===== src/hw/rtl/bfma_pkg.sv =====
// ----------------------------------------------------------------------------
// bfma_pkg
// Shared types, constants and helper functions of the bf16 FMA/ALU lane.
// ----------------------------------------------------------------------------
package bfma_pkg;

  // exponent word: holds every scaled exponent in the datapath, two's complement
  localparam int EW = 11;

  localparam logic [15:0] BF_NAN  = 16'h7fc0;
  localparam logic [15:0] BF_INF  = 16'h7f80;
  localparam logic [15:0] BF_SIGN = 16'h8000;
  localparam logic [15:0] BF_ONE  = 16'h3f80;
  localparam logic [15:0] SEL_HI  = 16'hff80;

  localparam logic signed [EW-1:0] K_OFF   = 11'sd134;
  localparam logic signed [EW-1:0] RB_OFF  = 11'sd143;
  localparam logic signed [EW-1:0] RB_ONE  = 11'sd1;
  localparam logic signed [EW-1:0] RB_OVF  = 11'sd255;
  localparam logic signed [EW-1:0] D_MAX   = 11'sd63;
  localparam logic signed [EW-1:0] SUB_MAX = 11'sd9;

  typedef enum logic [3:0] {
    OP_FMA  = 4'd0,
    OP_FMS  = 4'd1,
    OP_SEL  = 4'd4,
    OP_MIN  = 4'd5,
    OP_MAX  = 4'd7,
    OP_MUL  = 4'd10,
    OP_ADDX = 4'd11,
    OP_ADDY = 4'd12
  } op_t;

  typedef struct packed {
    logic [7:0]    mant;
    logic [EW-1:0] expo;
  } unp_t;

  // stage 1: classified operands and raw product
  typedef struct packed {
    logic          valid;
    logic          bypass;
    logic [15:0]   bypass_val;
    logic          psign;
    logic          csign;
    logic          czero;
    logic [15:0]   pm;
    logic [EW-1:0] pk;
    logic [7:0]    cm;
    logic [EW-1:0] ck;
  } s1_t;

  // stage 2: aligned addends, lsb weight 2^(ak-20)
  typedef struct packed {
    logic          valid;
    logic          bypass;
    logic [15:0]   bypass_val;
    logic          asg;
    logic          bsg;
    logic [35:0]   am;
    logic [35:0]   bm;
    logic [EW-1:0] ak;
  } s2_t;

  // stage 3: magnitude of the sum
  typedef struct packed {
    logic          valid;
    logic          bypass;
    logic [15:0]   bypass_val;
    logic          rsign;
    logic [36:0]   sum;
    logic [EW-1:0] ak;
  } s3_t;

  // stage 4: normalized sum, biased exponent before rounding
  typedef struct packed {
    logic          valid;
    logic          bypass;
    logic [15:0]   bypass_val;
    logic          rsign;
    logic [36:0]   ns;
    logic [EW-1:0] rb;
  } s4_t;

  function automatic logic is_nan(input logic [15:0] v);
    return v[14:0] > BF_INF[14:0];
  endfunction

  function automatic logic is_inf(input logic [15:0] v);
    return v[14:0] == BF_INF[14:0];
  endfunction

  function automatic logic is_zero(input logic [15:0] v);
    return v[14:0] == 15'd0;
  endfunction

  function automatic logic [15:0] order_key(input logic [15:0] v);
    return v[15] ? ~v : (v | BF_SIGN);
  endfunction

  // finite nonzero value = mant * 2^expo, mant in [128,255]
  function automatic unp_t unpack(input logic [15:0] v);
    logic [7:0] m;
    logic [7:0] ef;
    logic [3:0] lz;
    logic signed [EW-1:0] eb;
    unp_t r;
    ef = (v[14:7] == 8'd0) ? 8'd1 : v[14:7];
    m  = {v[14:7] != 8'd0, v[6:0]};
    lz = 4'd0;
    for (int i = 0; i < 8; i++) begin
      if (m[i]) lz = 4'(7 - i);
    end
    eb = $signed({3'b000, ef});
    r.mant = m << lz;
    r.expo = eb - K_OFF - $signed({7'd0, lz});
    return r;
  endfunction

  function automatic logic [5:0] lzc37(input logic [36:0] s);
    logic [5:0] n;
    n = 6'd0;
    for (int i = 0; i < 37; i++) begin
      if (s[i]) n = 6'(36 - i);
    end
    return n;
  endfunction

endpackage


===== src/hw/rtl/bfma_decode.sv =====
// ----------------------------------------------------------------------------
// bfma_decode
// Operand selection, special-case results, unpacking and 8x8 product.
// ----------------------------------------------------------------------------
module bfma_decode import bfma_pkg::*; (
  input  logic        clk,
  input  logic        rst,
  input  logic        en,
  input  logic        in_valid,
  input  logic [3:0]  opcode,
  input  logic [15:0] x_operand,
  input  logic [15:0] y_operand,
  input  logic [15:0] z_accum,
  output s1_t         s1
);

  logic [15:0] a, b, c;
  logic        fused;
  logic [15:0] plain;
  logic        psign, pinf;
  unp_t        ua, ub, uc;
  s1_t         s1_next;

  always_comb begin
    a     = x_operand;
    b     = y_operand;
    c     = z_accum;
    fused = 1'b1;
    plain = z_accum;
    case (op_t'(opcode))
      OP_FMA:  ;
      OP_FMS:  a = x_operand ^ BF_SIGN;
      OP_MUL:  c = BF_SIGN;
      OP_ADDX: b = BF_ONE;
      OP_ADDY: a = BF_ONE;
      OP_SEL: begin
        fused = 1'b0;
        plain = (x_operand == 16'd0 || (x_operand >= BF_SIGN && x_operand <= SEL_HI))
                ? 16'd0 : y_operand;
      end
      OP_MIN: begin
        fused = 1'b0;
        if (is_nan(x_operand) || is_nan(z_accum)) plain = BF_NAN;
        else plain = (order_key(x_operand) < order_key(z_accum)) ? x_operand : z_accum;
      end
      OP_MAX: begin
        fused = 1'b0;
        if (is_nan(x_operand) || is_nan(z_accum)) plain = BF_NAN;
        else plain = (order_key(x_operand) > order_key(z_accum)) ? x_operand : z_accum;
      end
      default: fused = 1'b0;
    endcase
  end

  always_comb begin
    psign = a[15] ^ b[15];
    pinf  = is_inf(a) || is_inf(b);
    ua    = unpack(a);
    ub    = unpack(b);
    uc    = unpack(c);

    s1_next.valid      = in_valid;
    s1_next.bypass     = 1'b1;
    s1_next.bypass_val = plain;
    if (fused) begin
      if (is_nan(a) || is_nan(b) || is_nan(c)) s1_next.bypass_val = BF_NAN;
      else if ((is_inf(a) && is_zero(b)) || (is_inf(b) && is_zero(a)))
        s1_next.bypass_val = BF_NAN;
      else if (is_inf(c) && pinf && (c[15] != psign)) s1_next.bypass_val = BF_NAN;
      else if (is_inf(c)) s1_next.bypass_val = c;
      else if (pinf) s1_next.bypass_val = {psign, BF_INF[14:0]};
      else if (is_zero(a) || is_zero(b))
        s1_next.bypass_val = is_zero(c) ? (c & {psign, 15'd0}) : c;
      else s1_next.bypass = 1'b0;
    end
    s1_next.psign = psign;
    s1_next.csign = c[15];
    s1_next.czero = is_zero(c);
    s1_next.pm    = {8'd0, ua.mant} * {8'd0, ub.mant};
    s1_next.pk    = $signed(ua.expo) + $signed(ub.expo);
    s1_next.cm    = is_zero(c) ? 8'd0 : uc.mant;
    s1_next.ck    = $signed(uc.expo) - 11'sd8;
  end

  always_ff @(posedge clk) begin
    if (rst) begin
      s1.valid <= 1'b0;
    end else if (en) begin
      s1 <= s1_next;
    end
  end

endmodule


===== src/hw/rtl/bfma_align.sv =====
// ----------------------------------------------------------------------------
// bfma_align
// Exponent compare and right shift of the smaller addend with sticky.
// ----------------------------------------------------------------------------
module bfma_align import bfma_pkg::*; (
  input  logic clk,
  input  logic rst,
  input  logic en,
  input  s1_t  s1,
  output s2_t  s2
);

  logic [35:0]          pa, ca, bpre;
  logic signed [EW-1:0] pk, ck, d;
  logic [5:0]           dc;
  logic [71:0]          sh;
  s2_t                  s2_next;

  always_comb begin
    pa = {s1.pm, 20'd0};
    ca = {s1.cm, 28'd0};
    pk = $signed(s1.pk);
    ck = $signed(s1.ck);

    s2_next.valid      = s1.valid;
    s2_next.bypass     = s1.bypass;
    s2_next.bypass_val = s1.bypass_val;
    if (s1.czero || pk >= ck) begin
      s2_next.am  = pa;
      s2_next.asg = s1.psign;
      s2_next.ak  = s1.pk;
      s2_next.bsg = s1.csign;
      bpre        = ca;
      d           = s1.czero ? 11'sd0 : (pk - ck);
    end else begin
      s2_next.am  = ca;
      s2_next.asg = s1.csign;
      s2_next.ak  = s1.ck;
      s2_next.bsg = s1.psign;
      bpre        = pa;
      d           = ck - pk;
    end
    dc = (d > D_MAX) ? 6'd63 : d[5:0];
    sh = {bpre, 36'd0} >> dc;
    // fold shifted-out bits into the lsb
    s2_next.bm = {sh[71:37], sh[36] | (|sh[35:0])};
  end

  always_ff @(posedge clk) begin
    if (rst) begin
      s2.valid <= 1'b0;
    end else if (en) begin
      s2 <= s2_next;
    end
  end

endmodule


===== src/hw/rtl/bfma_addnorm.sv =====
// ----------------------------------------------------------------------------
// bfma_addnorm
// Signed-magnitude add of the aligned addends, then leading-zero normalize.
// ----------------------------------------------------------------------------
module bfma_addnorm import bfma_pkg::*; (
  input  logic clk,
  input  logic rst,
  input  logic en,
  input  s2_t  s2,
  output s3_t  s3,
  output s4_t  s4
);

  logic [36:0] ea, eb;
  logic [5:0]  lz;
  s3_t         s3_next;
  s4_t         s4_next;

  always_comb begin
    ea = {1'b0, s2.am};
    eb = {1'b0, s2.bm};
    s3_next.valid      = s2.valid;
    s3_next.bypass     = s2.bypass;
    s3_next.bypass_val = s2.bypass_val;
    s3_next.ak         = s2.ak;
    s3_next.rsign      = s2.asg;
    if (s2.asg == s2.bsg) begin
      s3_next.sum = ea + eb;
    end else if (ea >= eb) begin
      s3_next.sum = ea - eb;
    end else begin
      s3_next.sum   = eb - ea;
      s3_next.rsign = s2.bsg;
    end
    // exact cancellation gives +0
    if (!s2.bypass && s3_next.sum == 37'd0) begin
      s3_next.bypass     = 1'b1;
      s3_next.bypass_val = 16'd0;
    end
  end

  always_comb begin
    lz = lzc37(s3.sum);
    s4_next.valid      = s3.valid;
    s4_next.bypass     = s3.bypass;
    s4_next.bypass_val = s3.bypass_val;
    s4_next.rsign      = s3.rsign;
    s4_next.ns         = s3.sum << lz;
    s4_next.rb         = $signed(s3.ak) + RB_OFF - $signed({5'd0, lz});
  end

  always_ff @(posedge clk) begin
    if (rst) begin
      s3.valid <= 1'b0;
      s4.valid <= 1'b0;
    end else if (en) begin
      s3 <= s3_next;
      s4 <= s4_next;
    end
  end

endmodule


===== src/hw/rtl/bfma_round.sv =====
// ----------------------------------------------------------------------------
// bfma_round
// Subnormal shift, round-half-even, overflow to infinity, output register.
// ----------------------------------------------------------------------------
module bfma_round import bfma_pkg::*; (
  input  logic        clk,
  input  logic        rst,
  input  logic        en,
  input  s4_t         s4,
  output logic        out_valid,
  output logic [15:0] result
);

  logic signed [EW-1:0] rb, t;
  logic [3:0]           rsh;
  logic [45:0]          ext;
  logic [36:0]          sh;
  logic                 lost, g, st, rup;
  logic [7:0]           kept, e8;
  logic [14:0]          mag;
  logic [15:0]          result_next;

  always_comb begin
    rb  = $signed(s4.rb);
    t   = RB_ONE - rb;
    if (rb >= RB_ONE) rsh = 4'd0;
    else if (t > SUB_MAX) rsh = 4'd9;
    else rsh = t[3:0];
    ext  = {s4.ns, 9'd0} >> rsh;
    sh   = ext[45:9];
    lost = |ext[8:0];
    kept = sh[36:29];
    g    = sh[28];
    st   = (|sh[27:0]) | lost;
    rup  = g & (st | kept[0]);
    e8   = (rb >= RB_ONE) ? (rb[7:0] - 8'd1) : 8'd0;
    mag  = {e8, 7'd0} + {7'd0, kept} + {14'd0, rup};
    if (rb >= RB_OVF) mag = BF_INF[14:0];
    result_next = s4.bypass ? s4.bypass_val : {s4.rsign, mag};
  end

  always_ff @(posedge clk) begin
    if (rst) begin
      out_valid <= 1'b0;
    end else if (en) begin
      out_valid <= s4.valid;
      result    <= result_next;
    end
  end

endmodule


===== src/hw/rtl/bf16_fma_alu_top.sv =====
// ----------------------------------------------------------------------------
// bf16_fma_alu_top
// One bfloat16 lane: fused multiply-add, select, min/max, add.
//
//   channel | signals                                         | dir
//   input   | in_valid, in_ready, opcode, x_operand,          | in
//           | y_operand, z_accum                              |
//   output  | out_valid, out_ready, result                    | out
//
// Five register stages: decode/multiply, align, add, normalize, round.
// One transaction enters per cycle while in_ready is high.
// The whole pipe advances together; it holds only when the output register
// is full and out_ready is low, so nothing is dropped or repeated.
// Reset clears the stage valid bits.
// ----------------------------------------------------------------------------
module bf16_fma_alu_top import bfma_pkg::*; (
  input  logic        clk,
  input  logic        rst,
  input  logic        in_valid,
  output logic        in_ready,
  input  logic [3:0]  opcode,
  input  logic [15:0] x_operand,
  input  logic [15:0] y_operand,
  input  logic [15:0] z_accum,
  output logic        out_valid,
  input  logic        out_ready,
  output logic [15:0] result
);

  logic en;
  s1_t  s1;
  s2_t  s2;
  s3_t  s3;
  s4_t  s4;

  assign en       = !out_valid || out_ready;
  assign in_ready = en;

  bfma_decode u_decode (
    .clk(clk), .rst(rst), .en(en), .in_valid(in_valid), .opcode(opcode),
    .x_operand(x_operand), .y_operand(y_operand), .z_accum(z_accum), .s1(s1)
  );

  bfma_align u_align (.clk(clk), .rst(rst), .en(en), .s1(s1), .s2(s2));

  bfma_addnorm u_addnorm (.clk(clk), .rst(rst), .en(en), .s2(s2), .s3(s3), .s4(s4));

  bfma_round u_round (
    .clk(clk), .rst(rst), .en(en), .s4(s4), .out_valid(out_valid), .result(result)
  );

`ifndef SYNTH
  a_rst_clear: assert property (@(posedge clk) rst |=> !out_valid && !s1.valid)
    else $error("valid bits not cleared by reset");
  a_advance: assert property (@(posedge clk) disable iff (rst)
    en |=> s2.valid == $past(s1.valid) && out_valid == $past(s4.valid))
    else $error("stage valid lost or duplicated on advance");
  a_sum_nonzero: assert property (@(posedge clk) disable iff (rst)
    s3.valid && !s3.bypass |-> s3.sum != 37'd0)
    else $error("zero sum reached rounding path");
  a_normalized: assert property (@(posedge clk) disable iff (rst)
    s4.valid && !s4.bypass |-> s4.ns[36])
    else $error("sum not normalized");
`endif

endmodule

===== config.mk =====
export PLATFORM = sky130hd
export DESIGN_NAME = bf16_fma_alu_top
export DESIGN_NICKNAME = d
export VERILOG_FILES = /design/src/hw/rtl/bfma_pkg.sv /design/src/hw/rtl/bfma_decode.sv /design/src/hw/rtl/bfma_align.sv /design/src/hw/rtl/bfma_addnorm.sv /design/src/hw/rtl/bfma_round.sv /design/src/hw/rtl/bf16_fma_alu_top.sv
export SDC_FILE = /design/constraint.sdc
export NUM_CORES = 1
export LEC_CHECK = 0
export BUFFER_PORTS_ARGS = -buffer_cell sky130_fd_sc_hd__buf_2
export CORE_ASPECT_RATIO = 0.6
export CORE_MARGIN = 5
export CORE_UTILIZATION = 55
export DETAILED_ROUTE_END_ITERATION = 16
export HOLD_SLACK_MARGIN = 0.15
export PLACE_DENSITY = 0.72
export SETUP_SLACK_MARGIN = 0.02
export SLEW_MARGIN = 20
export SYNTH_ARGS = -nofsm -noshare
export SYNTH_HDL_FRONTEND = slang
export SYNTH_SLANG_ARGS = --single-unit

===== constraint.sdc =====
create_clock -name clk -period 22.9 [get_ports clk]
set_input_delay 0 -clock clk [delete_from_list [all_inputs] [get_ports clk]]
set_output_delay 0 -clock clk [all_outputs]
set_load 0.02 [all_outputs]

==> qor.json, run 1 <==
{
  "power_switching_share": {"value": 47.9, "unit": "%"},
  "dp_cells": {"value": 3588},
  "power_per_cell_area": {"value": 126, "unit": "nW/um2"},
  "number_of_global_route_vias_before_repair": {"value": 21900},
  "route.detailed.wl_per_inst": {"value": 21.6, "unit": "um"},
  "cts_tree": {"value": "done"},
  "period_share": {"value": 30.1, "unit": "%"},
  "slew_violations": {"value": 0},
  "worst_ir_drop_vdd": {"value": 0.0660, "unit": "mV"},
  "cts_buffers": {"value": 28},
  "post_synth_num_cell_types": {"value": 100},
  "fin_worst_skew": {"value": 0.0449, "unit": "ns"},
  "clock_sinks": {"value": 301},
  "cts_max_level": {"value": 1},
  "effective_utilization_at_floorplan": {"value": 55.4, "unit": "%"},
  "power.sequential.fraction": {"value": 28.8, "unit": "%"},
  "crit_path_max_incr_delay": {"value": 0.61, "unit": "ns"},
  "met3RoutedLength": {"value": 9.98, "unit": "mm"},
  "synthMostInstantiatedCell": {"value": "sky130_fd_sc_hd__nor2_1"},
  "grt_setup_unrepaired": {"value": "false"},
  "clock_insertion_delay_worst_skew": {"value": 0.60, "unit": "ns"},
  "grt_antenna_before_repair": {"value": 2},
  "postSynthCellCount": {"value": 2999},
  "timing.max_cap.violations": {"value": 0},
  "row_count": {"value": 62},
  "tightest_slew": {"value": 1.18, "unit": "ns"},
  "detail-route-antenna-nets": {"value": 0},
  "post_synth_top_area_share": {"value": 33.6, "unit": "%"},
  "max_slew_margin": {"value": 21.3, "unit": "%"},
  "met2_wirelength": {"value": 31.9, "unit": "mm"},
  "synth.yosys.seq_area_share": {"value": 34.0, "unit": "%"},
  "synth_top_area_cell": {"value": "sky130_fd_sc_hd__edfxtp_1"},
  "finalNetCount": {"value": 3291},
  "path_clk_slew": {"value": 0.07, "unit": "ns"},
  "drive_gt1_share": {"value": 7.55, "unit": "%"},
  "synthFlopType": {"value": "sky130_fd_sc_hd__edfxtp_1"},
  "ys_ff_latch": {"value": 301},
  "drt_iter0_drc": {"value": 3313},
  "dieHeight": {"value": 180, "unit": "um"},
  "multi_input_gate_area": {"value": 16000, "unit": "um2"},
  "top_layer_in_use": {"value": "met5"},
  "chipWidth": {"value": 293, "unit": "um"},
  "cp_data_arrival_time": {"value": 7.19, "unit": "ns"},
  "core_region_area": {"value": 47700, "unit": "um2"},
  "clock_power_share": {"value": 12.8, "unit": "%"},
  "worst-path-max-fanout": {"value": 7},
  "synth_edf_count": {"value": 296},
  "critical-path-slowest-cell": {"value": "sky130_fd_sc_hd__nor3_1"},
  "worst_setup_path_end_kind": {"value": "flop"},
  "hold_viol_final": {"value": 0},
  "grt_max_degree": {"value": 161},
  "wirelength_routed": {"value": 79.5, "unit": "mm"},
  "run_status": {"value": "completed"},
  "floorplan.io_pins": {"value": 74},
  "drt_drc_violations_left": {"value": 0},
  "gr-usage-all-layers": {"value": 29.0, "unit": "%"},
  "route.vias.total": {"value": 23600},
  "grt_pass1_wl": {"value": 124, "unit": "mm"},
  "synth_top_cells_by_area": {"value": "sky130_fd_sc_hd__edfxtp_1, sky130_fd_sc_hd__ha_1, sky130_fd_sc_hd__mux2i_1, sky130_fd_sc_hd__a21oi_1, sky130_fd_sc_hd__nor2_1"},
  "min-delay-path-class": {"value": "primary input to flop"},
  "power_switching": {"value": 1.71, "unit": "mW"},
  "avgSynthCellArea": {"value": 8.82, "unit": "um2"},
  "areaGrowthSynthToFinish": {"value": 7.76, "unit": "%"},
  "sequential_cell_area_in_the_final_layout": {"value": 8990, "unit": "um2"},
  "synth-async-reset-ratio": {"value": 0, "unit": "%"},
  "post_drt_via_cell_ratio": {"value": 6.42},
  "power.internal": {"value": 1.87, "unit": "mW"},
  "globalplace.congestion": {"value": 1.08},
  "power.total": {"value": 3.58, "unit": "mW"},
  "met1Wirelength": {"value": 36.4, "unit": "mm"},
  "finalWorstPathRequiredPeriod": {"value": 6.88, "unit": "ns"},
  "r2r_setup_slack": {"value": 16.09, "unit": "ns"},
  "worstPathRequired": {"value": 23.20, "unit": "ns"},
  "grt-ovfl-total": {"value": 0},
  "synth_common_cells": {"value": "sky130_fd_sc_hd__nor2_1, sky130_fd_sc_hd__edfxtp_1, sky130_fd_sc_hd__nand2_1"},
  "numPortBuffers": {"value": 73},
  "pwr-share-comb": {"value": 58.5, "unit": "%"},
  "max_freq": {"value": 0.145, "unit": "GHz"},
  "cts-root-buf": {"value": "sky130_fd_sc_hd__clkbuf_16"},
  "pre_antenna_drt_iters": {"value": 6},
  "dp_slack": {"value": 15.58, "unit": "ns"},
  "nFillCells": {"value": 4089},
  "critical-path-top-cell-by-count": {"value": "sky130_fd_sc_hd__a21oi_1"},
  "antenna_cells": {"value": 0},
  "timing.final.ws_setup": {"value": 16.02, "unit": "ns"},
  "layoutNonFillerInstCount": {"value": 3675},
  "synth_warnings": {"value": 0},
  "critical_path_source_type": {"value": "primary input"},
  "setup_viol": {"value": 0},
  "hpwl_after_detailed_placement": {"value": 61.5, "unit": "mm"},
  "power.leakage": {"value": 11.8, "unit": "nW"},
  "die-area": {"value": 52700, "unit": "um2"},
  "timing_worst_setup_path_type": {"value": "primary input to flop"},
  "postSynthNetCount": {"value": 3277},
  "post_synth_instance_area": {"value": 26400, "unit": "um2"},
  "setup_total_negative_slack": {"value": 0, "unit": "ns"},
  "cts_buffer_depth": {"value": 3}
}
cells by family (layout without fill, tap and decap cells):
group                      Yosys count  count (layout)  share of synthesized area [%]
xor gates and xnor gates           134             134                           4.44
DFF                                301             301                           34.0
buffers and inverters              383             419                           5.60
adders and majority gates          222             222                           11.9
AOI/OAI and AO/OA                  778             778                           19.1
and+or+nand+nor                   1014            1014                           18.4
muxes                              166             166                           6.56
other                                1               1                         0.0142
power by group through the flow:
stage	clock (mW)	combinational [mW]	sequential, mW
floorplan	0	1.51	0.966
global placement	0	1.98	1.03
finish	0.457	2.09	1.03
detailed placement	0	2.01	1.03
CTS	0.465	2.03	1.02
global route	0.494	2.28	1.04
per-stage QoR:
stage	hold WS (ns)	cell area [um2]	util [%]
after detailed placement	0.266	27200	57.1
after CTS	0.166	28500	59.7
after global placement	0.246	27200	57.1
final	0.219	28500	59.7
after floorplan	0.0724	26400	-
after global routing	0.229	28500	59.7
area by class of cell:
type / instances / share of cell area, %
clock buffer: 33 / 2.52
tap: 640 / 2.81
multi-input combinational: 2315 / 56.1
timing repair buffer: 141 / 3.42
clock inverter: 19 / 0.615
inverter: 226 / 2.98
sequential: 301 / 31.5
layout by cell type (no fill, tap or decap), types with 28 or more instances in the layout:
cell type / n
sky130_fd_sc_hd__a211oi_1: 36
sky130_fd_sc_hd__a21o_1: 38
sky130_fd_sc_hd__a21oi_1: 243
sky130_fd_sc_hd__a31oi_1: 30
sky130_fd_sc_hd__buf_2: 73
sky130_fd_sc_hd__buf_4: 32
sky130_fd_sc_hd__clkbuf_16: 28
sky130_fd_sc_hd__dlygate4sd3_1: 35
sky130_fd_sc_hd__edfxtp_1: 296
sky130_fd_sc_hd__fa_1: 49
sky130_fd_sc_hd__ha_1: 173
sky130_fd_sc_hd__inv_1: 221
sky130_fd_sc_hd__mux2i_1: 137
sky130_fd_sc_hd__nand2_1: 272
sky130_fd_sc_hd__nand2b_1: 33
sky130_fd_sc_hd__nand3_1: 64
sky130_fd_sc_hd__nor2_1: 296
sky130_fd_sc_hd__nor2b_1: 47
sky130_fd_sc_hd__nor3_1: 100
sky130_fd_sc_hd__nor4_1: 33
sky130_fd_sc_hd__o21ai_0: 143
sky130_fd_sc_hd__or3_1: 30
sky130_fd_sc_hd__xnor2_1: 77
sky130_fd_sc_hd__xor2_1: 57
worst max-delay path: cells and delay by family:
kind	cells	cell delay, ns
buffers and inverters	6	1.00
adder cells (fa/ha/maj)	5	2.13
multiplexers	1	0.30
AND/OR/NAND/NOR	10	2.46
AO/OA/AOI/OAI	9	1.21
XOR/XNOR	1	0.08
timing repair:
action | CTS | global route
hold endpoints to repair | 32 | 0
setup buffers | 0 | 0
hold buffers | 35 | 0
resized for setup | 0 | 0
registers in the layout (all words and copies together), names as in the netlist:
register and cells:
u_round.result 16, u_decode.s1 67, u_align.s2 83, u_addnorm.s3 67, u_round.out_valid 1, u_addnorm.s4 67
routing by layer:
layer  track usage [%]  vias up
li1                  -    10900
met1              45.9    11300
met2              40.1     1297
met3              7.88      118
met4              4.65        2
met5                 0        -
worst paths after layout:
check | endpoint | depth (start not counted) | from
max | u_decode.s1[45] | 32 | y_operand[11]
min | u_decode.s1[53] | 3 | y_operand[4]
max reg2reg | u_align.s2[11] | 15 | u_decode.s1[6]
min reg2reg | u_addnorm.s3[10] | 0 | u_align.s2[10]
(Power assumes the default switching activity.)
==> run 2, diff against run 1 <==
==> constraint.sdc (replaced) <==
create_clock -name clk -period 7.19 [get_ports clk]
set_input_delay 0 -clock clk [delete_from_list [all_inputs] [get_ports clk]]
set_output_delay 0 -clock clk [all_outputs]
set_load 0.02 [all_outputs]
==> run 2 against run 1 <==
Setup slack worse by 15 ns. Count of clock-buffer cells in the layout is 1 lower. Largest power group unchanged. Final area is 1.3% higher. Largest cell class unchanged. Flip-flop and latch count stayed put. Critical endpoint unchanged.
==> qor.json, run 2 (synthesized netlist as in run 1, its figures left out) <==
{
  "critical_path_source_type": {"value": "primary input"},
  "worst_setup_path_end_kind": {"value": "flop"},
  "clock_power_share": {"value": 14.2, "unit": "%", "change": "+1.4 points"},
  "finalNetCount": {"value": 3317, "change": "+0.79%"},
  "cts_buffer_depth": {"value": 3, "change": "unchanged"},
  "numPortBuffers": {"value": 73, "change": "unchanged"},
  "core_region_area": {"value": 47700, "unit": "um2", "change": "unchanged"},
  "hold_viol_final": {"value": 0, "change": "unchanged"},
  "pwr-share-comb": {"value": 57.6, "unit": "%", "change": "-0.9 points"},
  "timing_worst_setup_path_type": {"value": "primary input to flop"},
  "tightest_slew": {"value": 1.04, "unit": "ns", "change": "-0.144 ns"},
  "power.sequential.fraction": {"value": 28.2, "unit": "%", "change": "-0.6 points"},
  "drt_iter0_drc": {"value": 3032, "change": "-8.5%"},
  "areaGrowthSynthToFinish": {"value": 9.16, "unit": "%"},
  "worstPathRequired": {"value": 7.52, "unit": "ns", "change": "-15.68 ns"},
  "min-delay-path-class": {"value": "primary input to flop"},
  "globalplace.congestion": {"value": 1.02, "change": "-5.7%"},
  "slew_violations": {"value": 0, "change": "unchanged"},
  "power.leakage": {"value": 11.9, "unit": "nW", "change": "+1.4%"},
  "critical-path-slowest-cell": {"value": "sky130_fd_sc_hd__or4_1"},
  "power_per_cell_area": {"value": 402, "unit": "nW/um2", "change": "+220%"},
  "min_path_cells": {"value": 5, "change": "+2"},
  "floorplan.io_pins": {"value": 74, "change": "unchanged"},
  "power_switching_share": {"value": 47.3, "unit": "%", "change": "-0.55 points"},
  "rr_endpoint": {"value": "u_align.s2[11]"},
  "worstHoldEndpoint": {"value": "u_decode.s1[14]"},
  "row_count": {"value": 62, "change": "unchanged"},
  "grt-ovfl-total": {"value": 0, "change": "unchanged"},
  "effective_utilization_at_floorplan": {"value": 55.4, "unit": "%", "change": "unchanged"},
  "worst-path-max-fanout": {"value": 9, "change": "+2"},
  "post_drt_via_cell_ratio": {"value": 6.42, "change": "about the same"},
  "setup_viol": {"value": 0, "change": "unchanged"},
  "hp-start": {"value": "z_accum[9]"},
  "max_freq": {"value": 0.156, "unit": "GHz"},
  "timing.max_cap.violations": {"value": 0, "change": "unchanged"},
  "fin_worst_skew": {"value": 0.0254, "unit": "ns", "change": "-0.0195 ns"},
  "fin_util": {"value": 60.5, "unit": "%", "change": "+0.78 points"},
  "grt_antenna_before_repair": {"value": 1, "change": "-1"},
  "cts_tree": {"value": "done"},
  "clock_sinks": {"value": 301, "change": "unchanged"},
  "pre_antenna_drt_iters": {"value": 6, "change": "unchanged"},
  "ff2ff_path_depth": {"value": 17, "change": "+2"},
  "dieHeight": {"value": 180, "unit": "um", "change": "unchanged"},
  "dp_slack": {"value": 0.214, "unit": "ns", "change": "-15.37 ns"},
  "crit_path_max_incr_delay": {"value": 0.62, "unit": "ns", "change": "about the same"},
  "run_status": {"value": "completed"},
  "drive_gt1_share": {"value": 8.16, "unit": "%", "change": "+0.62 points"},
  "cts-root-buf": {"value": "sky130_fd_sc_hd__clkbuf_16"},
  "power_switching": {"value": 5.50, "unit": "mW", "change": "+220%"},
  "path_clk_slew": {"value": 0.07, "unit": "ns", "change": "about the same"},
  "route.detailed.wl_per_inst": {"value": 21.5, "unit": "um", "change": "-0.60%"},
  "cp_data_arrival_time": {"value": 6.73, "unit": "ns", "change": "-0.46 ns"},
  "route.vias.total": {"value": 23800, "change": "+0.84%"},
  "power.internal": {"value": 6.12, "unit": "mW", "change": "+230%"},
  "wirelength_routed": {"value": 79.7, "unit": "mm", "change": "+0.24%"},
  "die-area": {"value": 52700, "unit": "um2", "change": "unchanged"},
  "timing.rr.start": {"value": "u_decode.s1[6]"},
  "detail-route-antenna-nets": {"value": 0, "change": "unchanged"},
  "top_register": {"value": "u_align.s2"},
  "worst_ir_drop_vdd": {"value": 0.210, "unit": "mV", "change": "+220%"},
  "chipWidth": {"value": 293, "unit": "um", "change": "unchanged"},
  "nFillCells": {"value": 4135, "change": "+1.1%"},
  "grt_pass1_wl": {"value": 125, "unit": "mm", "change": "+0.65%"},
  "number_of_global_route_vias_before_repair": {"value": 22100, "change": "+0.58%"},
  "max_slew_margin": {"value": 30.2, "unit": "%", "change": "+8.9 points"},
  "most-common-layout-cells": {"value": "sky130_fd_sc_hd__nor2_1, sky130_fd_sc_hd__edfxtp_1, sky130_fd_sc_hd__nand2_1, sky130_fd_sc_hd__a21oi_1, sky130_fd_sc_hd__inv_1"},
  "cts_buffers": {"value": 30, "change": "+7.1%"},
  "grt_max_degree": {"value": 167, "change": "+3.7%"},
  "drt_drc_violations_left": {"value": 0, "change": "unchanged"},
  "r2r_setup_slack": {"value": 1.15, "unit": "ns", "change": "-14.94 ns"},
  "setup_total_negative_slack": {"value": 0, "unit": "ns", "change": "unchanged"},
  "gr-usage-all-layers": {"value": 29.1, "unit": "%", "change": "+0.082 points"},
  "hpwl_after_detailed_placement": {"value": 61.6, "unit": "mm", "change": "+0.20%"},
  "largest_register_ffs": {"value": 83, "change": "unchanged"},
  "clock_insertion_delay_worst_skew": {"value": 0.60, "unit": "ns", "change": "about the same"},
  "cts_max_level": {"value": 1, "change": "unchanged"},
  "period_share": {"value": 89.0, "unit": "%"},
  "grt_setup_unrepaired": {"value": "false"},
  "power.total": {"value": 11.6, "unit": "mW", "change": "+220%"},
  "timing.final.ws_setup": {"value": 0.792, "unit": "ns", "change": "-15.22 ns"},
  "post-cts-setup-buffers": {"value": 0, "change": "unchanged"},
  "finalWorstPathRequiredPeriod": {"value": 6.40, "unit": "ns"}
}
run 2: cell types whose count changed in the layout (fill, tap and decap cells not counted), sizes merged, moves of 2 or more:
cell,delta
dlygate4sd3,+10
buf,+14
diode,+3
clkinvlp,+2
bufinv,+3
run 2: stage by stage:
step           cells  hold WS (ns)  area (um2)
2_1_floorplan   2999        0.0724       26500
3_3_place_gp    3602         0.243       27400
3_5_place_dp    3602         0.255       27400
4_1_cts         3703         0.157       28900
5_1_grt         3703         0.191       28900
6_report        3706         0.183       28900
run 2: what timing repair did:
item                                    CTS  global route
hold buffers                             45             0
gates resized for setup                   0             1
endpoints found under the hold margin    45             0
endpoints found under the setup margin    0             1
run 2: worst max path at each step:
stage                              from               to  slack [ns]  cells past startpoint
after floorplan           x_operand[10]  u_decode.s1[45]        0.58                     33
after global placement    x_operand[10]  u_decode.s1[45]        0.36                     32
after detailed placement  x_operand[10]  u_decode.s1[45]        0.21                     32
after CTS                 y_operand[11]  u_decode.s1[45]        0.79                     33
after global routing      x_operand[10]  u_decode.s1[45]        0.05                     32
final                     x_operand[10]  u_decode.s1[45]        0.79                     32
run 2: layout make-up:
cell class	instances	area (um2)	area share (%)
repair buffers	165	1180	4.09
inverters	226	848	2.94
clock inverters	24	285	0.988
clock buffers	32	758	2.63
diodes	3	7.51	0.0260
well taps	640	801	2.77
multi-input cells	2315	16000	55.4
flip-flops and latches	301	8990	31.1
run 2: power by group through the flow:
stage | Clock, mW | Combinational [mW] | Sequential, mW
floorplan | 0 | 4.82 | 3.05
global placement | 0 | 6.35 | 3.27
detailed placement | 0 | 6.43 | 3.28
CTS | 1.68 | 6.50 | 3.25
global route | 1.76 | 7.29 | 3.33
finish | 1.65 | 6.69 | 3.28
run 2: per-layer routing:
layer / global-route usage (%) / vias up / part of all wire [%]
li1: - / 11000 / -
met1: 45.9 / 11400 / 46
met2: 40.7 / 1325 / 41
met3: 7.28 / 105 / 12
met4: 4.82 / 0 / 1.6
met5: 0 / - / 0
run 2: critical path: cells and delay by family:
family	cells	cell delay, ns
AOI/OAI and AO/OA	10	1.44
adders and majority gates	5	2.15
and+or+nand+nor	11	2.68
xor gates and xnor gates	1	0.08
buffers and inverters	5	0.37
